$ cat src/design/nis_pkg.sv
// Shared types, widths and helpers for the Newton-Cotes integration block.
// Used by nis_accum, nis_scale and numeric_integration_weighted_sum.
package nis_pkg;

	localparam int SAMPLE_W  = 32;
	localparam int STEP_W    = 32;
	localparam int ACC_W     = 48;
	localparam int IC_W      = 11;
	localparam int MODE_W    = 2;
	localparam int CFG_W     = 32;
	localparam int CFG_IDX_W = 2;
	localparam int CHUNK_W   = 16;
	localparam int N_CHUNKS  = ACC_W / CHUNK_W;
	localparam int BM_W      = STEP_W + 2;
	localparam int PROD_W    = ACC_W + BM_W;
	localparam int QUOT_W    = PROD_W - 16;

	// divide by 3 one 16-bit digit at a time
	localparam int DIV_DIGITS = (QUOT_W + CHUNK_W - 1) / CHUNK_W;
	localparam int DIV_W      = DIV_DIGITS * CHUNK_W;
	localparam int RECIP_W    = CHUNK_W + 2;
	localparam int RECIP_SH   = CHUNK_W + 3;
	localparam logic [RECIP_W-1:0] RECIP3 = 18'h2AAAB;   // ceil(2^19 / 3)

	localparam int MAX_INTERVALS_DEF = 1024;

	localparam logic [MODE_W-1:0] MODE_TRAP   = 2'd0;
	localparam logic [MODE_W-1:0] MODE_SIMP3  = 2'd1;
	localparam logic [MODE_W-1:0] MODE_SIMP8  = 2'd2;
	localparam logic [MODE_W-1:0] MODE_UNUSED = 2'd3;

	localparam logic [CFG_IDX_W-1:0] REG_RULE_MODE      = 2'd0;
	localparam logic [CFG_IDX_W-1:0] REG_INTERVAL_COUNT = 2'd1;
	localparam logic [CFG_IDX_W-1:0] REG_STEP_WIDTH     = 2'd2;

	localparam logic [IC_W-1:0]   RST_INTERVAL_COUNT = 11'd1;
	localparam logic [STEP_W-1:0] RST_STEP_WIDTH     = 32'h0001_0000;

	localparam logic signed [ACC_W-1:0] ACC_MAX = {1'b0, {(ACC_W-1){1'b1}}};
	localparam logic signed [ACC_W-1:0] ACC_MIN = {1'b1, {(ACC_W-1){1'b0}}};

	// request from the accumulator side to the scaling sequencer
	typedef struct packed {
		logic              start;
		logic [MODE_W-1:0] mode;
		logic              err;
		logic              neg;
		logic [ACC_W-1:0]  mag;
	} nis_req_t;

	typedef struct packed {
		logic             busy;
		logic             done;
		logic [ACC_W-1:0] value;
		logic             err;
	} nis_stat_t;

	// residue mod 3 by summing base-4 digits (4 = 1 mod 3)
	function automatic logic [1:0] mod3_11(input logic [IC_W-1:0] v);
		logic [4:0] s1;
		logic [2:0] s2;
		logic [1:0] r;
		s1 = 5'(v[1:0]) + 5'(v[3:2]) + 5'(v[5:4]) + 5'(v[7:6]) + 5'(v[9:8]) + 5'(v[10]);
		s2 = 3'(s1[1:0]) + 3'(s1[3:2]) + 3'(s1[4]);
		case (s2)
			3'd0, 3'd3, 3'd6: r = 2'd0;
			3'd1, 3'd4, 3'd7: r = 2'd1;
			3'd2, 3'd5:       r = 2'd2;
			default:          r = 2'd0;
		endcase
		return r;
	endfunction

endpackage

$ cat src/design/nis_accum.sv
// Weighted-sample accumulator: sample index, rule weights, saturating sum.
// Depends on nis_pkg.
module nis_accum #(
	parameter int MAX_INTERVALS = nis_pkg::MAX_INTERVALS_DEF
) (
	input  logic                               clk,
	input  logic                               arst_n,
	input  logic                               fire,
	input  logic signed [nis_pkg::SAMPLE_W-1:0] sample_value,
	input  logic [nis_pkg::MODE_W-1:0]         rule_mode,
	input  logic [nis_pkg::IC_W-1:0]           interval_count,
	output logic                               last,
	output logic                               err,
	output logic                               neg,
	output logic [nis_pkg::ACC_W-1:0]          mag
);

	localparam int IW = $clog2(MAX_INTERVALS + 1);
	localparam int CW = (IW > nis_pkg::IC_W) ? IW : nis_pkg::IC_W;

	logic signed [nis_pkg::ACC_W-1:0] acc_q;
	logic [IW-1:0]                    idx_q;
	logic [1:0]                       phase_q;   // idx_q mod 3

	logic [nis_pkg::IC_W-1:0]         n_eff;
	logic [2:0]                       weight;
	logic signed [34:0]               y_ext;
	logic signed [34:0]               wy;
	logic signed [49:0]               sum;
	logic signed [nis_pkg::ACC_W-1:0] sum_sat;

	always_comb begin
		if (interval_count == '0) begin
			n_eff = nis_pkg::IC_W'(1);
		end else if (int'(interval_count) > MAX_INTERVALS) begin
			n_eff = nis_pkg::IC_W'(MAX_INTERVALS);
		end else begin
			n_eff = interval_count;
		end
	end

	assign last = CW'(idx_q) >= CW'(n_eff);

	assign err = (rule_mode == nis_pkg::MODE_UNUSED) ||
	             (rule_mode == nis_pkg::MODE_SIMP3 && n_eff[0]) ||
	             (rule_mode == nis_pkg::MODE_SIMP8 && nis_pkg::mod3_11(n_eff) != 2'd0);

	always_comb begin
		if (idx_q == '0 || last) begin
			weight = 3'd1;
		end else begin
			case (rule_mode)
				nis_pkg::MODE_SIMP3: weight = idx_q[0] ? 3'd4 : 3'd2;
				nis_pkg::MODE_SIMP8: weight = (phase_q == 2'd0) ? 3'd2 : 3'd3;
				default:             weight = 3'd2;
			endcase
		end
	end

	assign y_ext = {{3{sample_value[31]}}, sample_value};

	always_comb begin
		case (weight)
			3'd2:    wy = y_ext <<< 1;
			3'd3:    wy = y_ext + (y_ext <<< 1);
			3'd4:    wy = y_ext <<< 2;
			default: wy = y_ext;
		endcase
	end

	assign sum = {{2{acc_q[47]}}, acc_q} + {{15{wy[34]}}, wy};

	always_comb begin
		if (sum[49:47] == 3'b000 || sum[49:47] == 3'b111) begin
			sum_sat = sum[47:0];
		end else if (sum[49]) begin
			sum_sat = nis_pkg::ACC_MIN;
		end else begin
			sum_sat = nis_pkg::ACC_MAX;
		end
	end

	assign neg = sum_sat[47];
	assign mag = neg ? nis_pkg::ACC_W'(-sum_sat) : nis_pkg::ACC_W'(sum_sat);

	always_ff @(posedge clk or negedge arst_n) begin
		if (!arst_n) begin
			acc_q   <= '0;
			idx_q   <= '0;
			phase_q <= '0;
		end else if (fire) begin
			if (last) begin
				acc_q   <= '0;
				idx_q   <= '0;
				phase_q <= '0;
			end else begin
				acc_q   <= sum_sat;
				idx_q   <= idx_q + IW'(1);
				phase_q <= (phase_q == 2'd2) ? 2'd0 : phase_q + 2'd1;
			end
		end
	end

endmodule

$ cat src/design/nis_scale.sv
// Scaling sequencer: magnitude times h (3h for Simpson 3/8, 16-bit chunks), fixed shift,
// divide by 3 one 16-bit digit per step for Simpson 1/3, then sign and saturation. Uses nis_pkg.
module nis_scale (
	input  logic                        clk,
	input  logic                        arst_n,
	input  nis_pkg::nis_req_t           req,
	input  logic [nis_pkg::STEP_W-1:0]  step_width,
	input  logic                        take,
	output nis_pkg::nis_stat_t          stat
);

	typedef enum logic [2:0] {ST_IDLE, ST_MUL, ST_SHIFT, ST_DIV, ST_SAT, ST_HOLD} state_t;

	localparam int CNT_W = $clog2(nis_pkg::DIV_DIGITS);

	state_t                         state_q;
	logic [CNT_W-1:0]               cnt_q;
	logic [nis_pkg::MODE_W-1:0]     mode_q;
	logic                           neg_q;
	logic                           err_q;
	logic [nis_pkg::ACC_W-1:0]      mag_q;
	logic [nis_pkg::BM_W-1:0]       bm_q;
	logic [nis_pkg::PROD_W-1:0]     prod_q;
	logic [nis_pkg::DIV_W-1:0]      quot_q;
	logic [1:0]                     rem_q;
	logic [nis_pkg::ACC_W-1:0]      value_q;

	logic [nis_pkg::CHUNK_W+nis_pkg::BM_W-1:0] chunk_prod;
	logic [nis_pkg::RECIP_W-1:0]    cur;
	logic [2*nis_pkg::RECIP_W-1:0]  recip_prod;
	logic [nis_pkg::CHUNK_W-1:0]    qdigit;
	logic [nis_pkg::RECIP_W-1:0]    qdigit_x3;
	logic                           over;

	assign chunk_prod = mag_q[nis_pkg::ACC_W-1 -: nis_pkg::CHUNK_W] * bm_q;
	// remainder and next digit; x/3 = (x * ceil(2^19/3)) >> 19, exact for x below 2^19
	assign cur        = {rem_q, quot_q[nis_pkg::DIV_W-1 -: nis_pkg::CHUNK_W]};
	assign recip_prod = cur * nis_pkg::RECIP3;
	assign qdigit     = recip_prod[nis_pkg::RECIP_SH +: nis_pkg::CHUNK_W];
	assign qdigit_x3  = {2'b0, qdigit} + {1'b0, qdigit, 1'b0};
	assign over       = |quot_q[nis_pkg::DIV_W-1:nis_pkg::ACC_W-1];

	always_ff @(posedge clk or negedge arst_n) begin
		if (!arst_n) begin
			state_q <= ST_IDLE;
			cnt_q   <= '0;
		end else begin
			case (state_q)
				ST_IDLE: begin
					if (req.start) begin
						mode_q  <= req.mode;
						neg_q   <= req.neg;
						err_q   <= req.err;
						mag_q   <= req.mag;
						bm_q    <= (req.mode == nis_pkg::MODE_SIMP8) ?
						           {2'b0, step_width} + {1'b0, step_width, 1'b0} :
						           {2'b0, step_width};
						prod_q  <= '0;
						value_q <= '0;
						cnt_q   <= '0;
						state_q <= req.err ? ST_HOLD : ST_MUL;
					end
				end
				ST_MUL: begin
					prod_q <= {prod_q[nis_pkg::PROD_W-nis_pkg::CHUNK_W-1:0],
					           {nis_pkg::CHUNK_W{1'b0}}} +
					          nis_pkg::PROD_W'(chunk_prod);
					mag_q  <= {mag_q[nis_pkg::ACC_W-nis_pkg::CHUNK_W-1:0],
					           {nis_pkg::CHUNK_W{1'b0}}};
					if (cnt_q == CNT_W'(nis_pkg::N_CHUNKS - 1)) begin
						cnt_q   <= '0;
						state_q <= ST_SHIFT;
					end else begin
						cnt_q <= cnt_q + CNT_W'(1);
					end
				end
				ST_SHIFT: begin
					// Q50.32 down to Q50.16 plus the /2 or /8 of the rule
					case (mode_q)
						nis_pkg::MODE_SIMP3: quot_q <= nis_pkg::DIV_W'(prod_q >> 16);
						nis_pkg::MODE_SIMP8: quot_q <= nis_pkg::DIV_W'(prod_q >> 19);
						default:             quot_q <= nis_pkg::DIV_W'(prod_q >> 17);
					endcase
					rem_q   <= '0;
					state_q <= (mode_q == nis_pkg::MODE_SIMP3) ? ST_DIV : ST_SAT;
				end
				ST_DIV: begin
					quot_q <= {quot_q[nis_pkg::DIV_W-nis_pkg::CHUNK_W-1:0], qdigit};
					rem_q  <= 2'(cur - qdigit_x3);
					if (cnt_q == CNT_W'(nis_pkg::DIV_DIGITS - 1)) begin
						cnt_q   <= '0;
						state_q <= ST_SAT;
					end else begin
						cnt_q <= cnt_q + CNT_W'(1);
					end
				end
				ST_SAT: begin
					if (neg_q) begin
						value_q <= over ? nis_pkg::ACC_MIN :
						           nis_pkg::ACC_W'(-quot_q[nis_pkg::ACC_W-1:0]);
					end else begin
						value_q <= over ? nis_pkg::ACC_MAX : quot_q[nis_pkg::ACC_W-1:0];
					end
					state_q <= ST_HOLD;
				end
				ST_HOLD: begin
					if (take) begin
						state_q <= ST_IDLE;
					end
				end
				default: state_q <= ST_IDLE;
			endcase
		end
	end

	assign stat.busy  = state_q != ST_IDLE;
	assign stat.done  = state_q == ST_HOLD;
	assign stat.value = value_q;
	assign stat.err   = err_q;

	a_start_idle: assert property (@(posedge clk) disable iff (!arst_n)
		req.start |-> state_q == ST_IDLE)
		else $error("scale start while busy");

	a_err_fast: assert property (@(posedge clk) disable iff (!arst_n)
		(state_q == ST_IDLE && req.start && req.err) |=> state_q == ST_HOLD)
		else $error("error transaction did not skip the datapath");

	a_err_zero: assert property (@(posedge clk) disable iff (!arst_n)
		(state_q == ST_HOLD && err_q) |-> value_q == '0)
		else $error("error result not zero");

	a_div_mode: assert property (@(posedge clk) disable iff (!arst_n)
		state_q == ST_DIV |-> mode_q == nis_pkg::MODE_SIMP3)
		else $error("divide step outside Simpson 1/3");

endmodule

$ cat src/design/numeric_integration_weighted_sum.sv
// Newton-Cotes integration (trapezoid, Simpson 1/3, Simpson 3/8) over a sample stream.
// Non-final sample: accepted, no result. Final sample: result_valid after multiply, shift,
// divide (Simpson 1/3) and saturate steps (none on a rule error); sample_ready low meanwhile,
// and longer while a previous result still waits in the output register.
// Cost set by the 3-step 16-bit chunk multiplier and the 5-step divide-by-3 digit loop.
// Async reset clears the sum and index and restores the register reset values.
// Depends on nis_pkg, nis_accum, nis_scale.
module numeric_integration_weighted_sum #(
	parameter int MAX_INTERVALS = nis_pkg::MAX_INTERVALS_DEF
) (
	input  logic                                clk,
	input  logic                                arst_n,
	input  logic                                cfg_write,
	input  logic [nis_pkg::CFG_IDX_W-1:0]       cfg_index,
	input  logic [nis_pkg::CFG_W-1:0]           cfg_data,
	input  logic                                sample_valid,
	output logic                                sample_ready,
	input  logic signed [nis_pkg::SAMPLE_W-1:0] sample_value,
	output logic                                result_valid,
	input  logic                                result_ready,
	output logic signed [nis_pkg::ACC_W-1:0]    integral_value,
	output logic                                rule_error
);

	logic [nis_pkg::MODE_W-1:0] rule_mode_q;
	logic [nis_pkg::IC_W-1:0]   interval_count_q;
	logic [nis_pkg::STEP_W-1:0] step_width_q;

	logic                       out_valid_q;
	logic [nis_pkg::ACC_W-1:0]  integral_q;
	logic                       rule_error_q;

	logic                       fire;
	logic                       last;
	logic                       err;
	logic                       neg;
	logic [nis_pkg::ACC_W-1:0]  mag;
	logic                       take;
	nis_pkg::nis_req_t          req;
	nis_pkg::nis_stat_t         stat;

	always_ff @(posedge clk or negedge arst_n) begin
		if (!arst_n) begin
			rule_mode_q      <= nis_pkg::MODE_TRAP;
			interval_count_q <= nis_pkg::RST_INTERVAL_COUNT;
			step_width_q     <= nis_pkg::RST_STEP_WIDTH;
		end else if (cfg_write) begin
			case (cfg_index)
				nis_pkg::REG_RULE_MODE:      rule_mode_q      <= cfg_data[nis_pkg::MODE_W-1:0];
				nis_pkg::REG_INTERVAL_COUNT: interval_count_q <= cfg_data[nis_pkg::IC_W-1:0];
				nis_pkg::REG_STEP_WIDTH:     step_width_q     <= cfg_data[nis_pkg::STEP_W-1:0];
				default: ;
			endcase
		end
	end

	assign sample_ready = !stat.busy;
	assign fire         = sample_valid && sample_ready;

	nis_accum #(.MAX_INTERVALS(MAX_INTERVALS)) u_accum (
		.clk            (clk),
		.arst_n         (arst_n),
		.fire           (fire),
		.sample_value   (sample_value),
		.rule_mode      (rule_mode_q),
		.interval_count (interval_count_q),
		.last           (last),
		.err            (err),
		.neg            (neg),
		.mag            (mag)
	);

	always_comb begin
		req.start = fire && last;
		req.mode  = rule_mode_q;
		req.err   = err;
		req.neg   = neg;
		req.mag   = mag;
	end

	// output register frees the sequencer once its result is moved out
	assign take = !out_valid_q || result_ready;

	nis_scale u_scale (
		.clk        (clk),
		.arst_n     (arst_n),
		.req        (req),
		.step_width (step_width_q),
		.take       (take),
		.stat       (stat)
	);

	always_ff @(posedge clk or negedge arst_n) begin
		if (!arst_n) begin
			out_valid_q <= 1'b0;
		end else if (take) begin
			out_valid_q <= stat.done;
		end
	end

	always_ff @(posedge clk) begin
		if (take && stat.done) begin
			integral_q   <= stat.value;
			rule_error_q <= stat.err;
		end
	end

	assign result_valid   = out_valid_q;
	assign integral_value = integral_q;
	assign rule_error     = rule_error_q;

endmodule

$ cat config.mk
export PLATFORM = sky130hd
export DESIGN_NAME = numeric_integration_weighted_sum
export DESIGN_NICKNAME = d
export VERILOG_FILES = /design/src/design/nis_pkg.sv /design/src/design/nis_accum.sv /design/src/design/nis_scale.sv /design/src/design/numeric_integration_weighted_sum.sv
export SDC_FILE = /design/constraint.sdc
export NUM_CORES = 2
export LEC_CHECK = 0
export BUFFER_PORTS_ARGS = -buffer_cell sky130_fd_sc_hd__buf_4
export CAP_MARGIN = 0
export CORE_MARGIN = 8
export CORE_UTILIZATION = 40
export DETAILED_ROUTE_END_ITERATION = 10
export GPL_ROUTABILITY_DRIVEN = 1
export PLACE_DENSITY_LB_ADDON = 0.25
export SETUP_SLACK_MARGIN = 0.4
export SYNTH_ARGS = -nofsm -noshare
export SYNTH_HDL_FRONTEND = slang
export SYNTH_SLANG_ARGS = --single-unit
$ cat constraint.sdc
create_clock -name clk -period 17.1 [get_ports clk]
set_input_delay 1.71 -clock clk [delete_from_list [all_inputs] [get_ports clk]]
set_output_delay 1.71 -clock clk [all_outputs]
set_load 0.02 [all_outputs]
==> qor.yml <==
status: "complete, no violations"
max_clock_freq_ghz: 0.0874
die_y_um: 382
synth-edff-count: 347
cap_viol_max_count: 0
rows: 134
globalplace.congestion: 0.900
period_share_pct: 66.9
critPathCaptureType: "register"
clk_pin_slew_ns: 0.06
reg2reg_depth: 37
synthCells: 5752
pin_count: 122
crit_path_max_incr_delay_ns: 0.76
cp_slowest_cell: "a2111oi_0"
routed_wl_um: 150000
cts_buffer_depth: 3
final_area_sq_um: 58100
ys_ff_latch: 460
grt_pass1_wl_um: 241000
route.detailed.drc: 0
grt_max_degree: 121
synth_flop_cell: "edfxtp_1"
worstHoldPathCells: 0
clk_latency_ns: 0.62
slew_viol_final: 0
hp-class: "reg2reg"
seqCellArea_sq_um: 13300
grt_usage_pct: 20.2
routed_via_density: 5.54
ys_warn_count: 0
multi_input_area_sq_um: 36500
synth.distinct_cells: 94
cp.required_ns: 17.58
grt_remaining_overflow: 0
antenna_found_initial: 1
initial_core_util_pct: 40.3
post_cts_buffers: 0
yosys.area.top_type_share_pct: 22.4
num_vias: 41600
root_buffer: "clkbuf_16"
yosysSeqAreaShare_pct: 24.7
fp.coreArea_sq_um: 133000
async_reset_ff_share_pct: 24.6
cp.arrival_ns: 11.92
drt_iter0_markers: 3105
post_drt_wl_per_cell_um: 19.9
die_w_um: 382
hp-start: "u_scale.value_q[21]"
syn_nets: 6866
grt_setup_unrepaired: "false"
critPathLaunch: "sample_value[0]"
cts_inserted_buffers: 52
fin_setup_tns_ns: 0
critical_path_class: "in2reg"
hold_viol: 0
cts.sinks: 460
layout.nets: 6815
grt_pass1_vias: 42500
layout-drive-gt1-share_pct: 7.17
synth.area.top_cells: "fa_1 (22%), edfxtp_1 (19%), ha_1 (10%)"
final-setup-viol-count: 0
worstMarginPinSlew_ns: 1.16
cts_tree: "done"
hold_buffers: 0
htreeDepth: 2
final_antenna_net_count: 0
cp-start-kind: "input pin"
skew_ns: 0.0186
syn_area_per_cell_sq_um: 9.33
syn_area_sq_um: 53700
n_antenna_cell: 0
area_growth_syn_to_layout_pct: 8.13
dr.pass1.iters: 8
maxSlewHeadroom_pct: 21.7
crit_top_cell: "a21oi_1"
postPlaceCellArea_sq_um: 56300
n_fill_cell: 13000
hpwlAfterDp_um: 115000
die_area_sq_um: 146000
period_needed_ns: 11.45
r2r-start: "interval_count_q[7]"
yosys.area.top_type: "fa_1"
numPortBuffers: 121
cp_max_fo: 65
ctsResizeCount: 0
## sequential cells by signal, summed over array words and instances, names as in the netlist, 3 cells and up
register / cells
u_scale.value_q: 48
u_accum.idx_q: 11
u_scale.state_q: 3
u_scale.prod_q: 82
integral_value: 48
u_scale.mag_q: 48
step_width_q: 32
u_scale.quot_q: 80
u_scale.cnt_q: 3
interval_count_q: 11
u_scale.bm_q: 34
u_accum.acc_q: 48
## path summary, 6_finish.rpt
| path | end | slack (ns) |
|---|---|---|
| setup / recovery | u_scale.mag_q[44] | 5.65 |
| hold / removal | integral_value[21] | 0.42 |
| setup reg to reg | u_scale.mag_q[44] | 6.37 |
| hold reg to reg | integral_value[21] | 0.42 |
| max in group asynchronous | u_accum.acc_q[34] | 14.66 |
| min in group asynchronous | step_width_q[29] | 1.10 |
## per-stage QoR
step | utilization [%] | instances | hold slack [ns] | setup slack [ns]
6_report | 43.6 | 7512 | 0.416 | 5.65
5_1_grt | 43.6 | 7512 | 0.425 | 4.93
4_1_cts | 43.6 | 7512 | 0.416 | 5.95
3_5_place_dp | 42.2 | 7415 | 0.405 | 5.35
3_3_place_gp | 42.2 | 7415 | 0.405 | 5.55
2_1_floorplan | - | 5752 | 0.400 | 4.81
## Yosys cell counts (38+ instances only)
cell      number
o21ai_0      319
xnor2_1      133
inv_1        788
a21o_1        93
nor2_1       346
a31oi_1       38
and3_1        61
edfxtp_1     347
xor2_1        90
nand3_1       90
nand2_1      657
a221o_1       65
nand4_1       51
fa_1         601
dfrtp_1      111
and2_1       230
clkbuf_1     262
a21oi_1      239
nor3_1        61
ha_1         442
mux2_2        71
## routing by layer
metal	global-route usage (%)	share of wire, %	vias up
met1	28.6	46	20700
met3	2.52	5.5	234
met4	4.70	2.4	0
li1	-	-	19500
met2	33.3	46	1218
met5	0	0	-
## logic make-up (layout without fill, tap and decap cells)
logic type                 after synthesis  count (layout)  synth area share [%]
adders and majority gates             1043            1043                  32.7
DFF                                    460             460                  24.7
AOI/OAI and AO/OA                     1134            1134                  14.1
muxes                                   85              85                  1.75
and+or+nand+nor                       1732            1732                  15.5
buffers and inverters                 1075            1067                  7.55
xor gates and xnor gates               223             223                  3.64
## worst max-delay path: cells and delay by family
| kind | cells | cell delay [ns] |
|---|---|---|
| AO/OA/AOI/OAI | 17 | 4.77 |
| XOR/XNOR | 2 | 0.28 |
| adder cells (fa/ha/maj) | 5 | 1.45 |
| buffers and inverters | 2 | 0.64 |
| AND/OR/NAND/NOR | 10 | 3.03 |
## layout make-up
type	count	share of cell area [%]
clock inverters	37	0.791
clock buffers	60	2.31
inverters	792	5.12
multi-input cells	4217	62.8
repair buffers	178	2.31
well taps	1768	3.81
flip-flops and latches	460	22.8
## layout by cell type, fill, tap and decap left out, types with 28 or more instances in the layout
cell type    n
and2_1     228
or3_1       32
clkbuf_16   52
xnor2_1    133
o21a_1      34
nand2_1    655
dfrtp_1    111
a211oi_1    37
nand3_1     90
a221o_1     65
a21o_1      93
nand2b_1    29
fa_1       601
edfxtp_1   347
buf_4      177
mux2_2      71
ha_1       438
a21oi_1    238
nor3_1      57
inv_1      788
xor2_1      90
a22o_1      29
o211ai_1    28
a31oi_1     38
o21ai_0    318
o31ai_1     36
nand4_1     51
nor2_1     344
and3_1      59
Power is not shown: default switching activity piles up to over one toggle a cycle in this logic, so the estimate is an artifact.
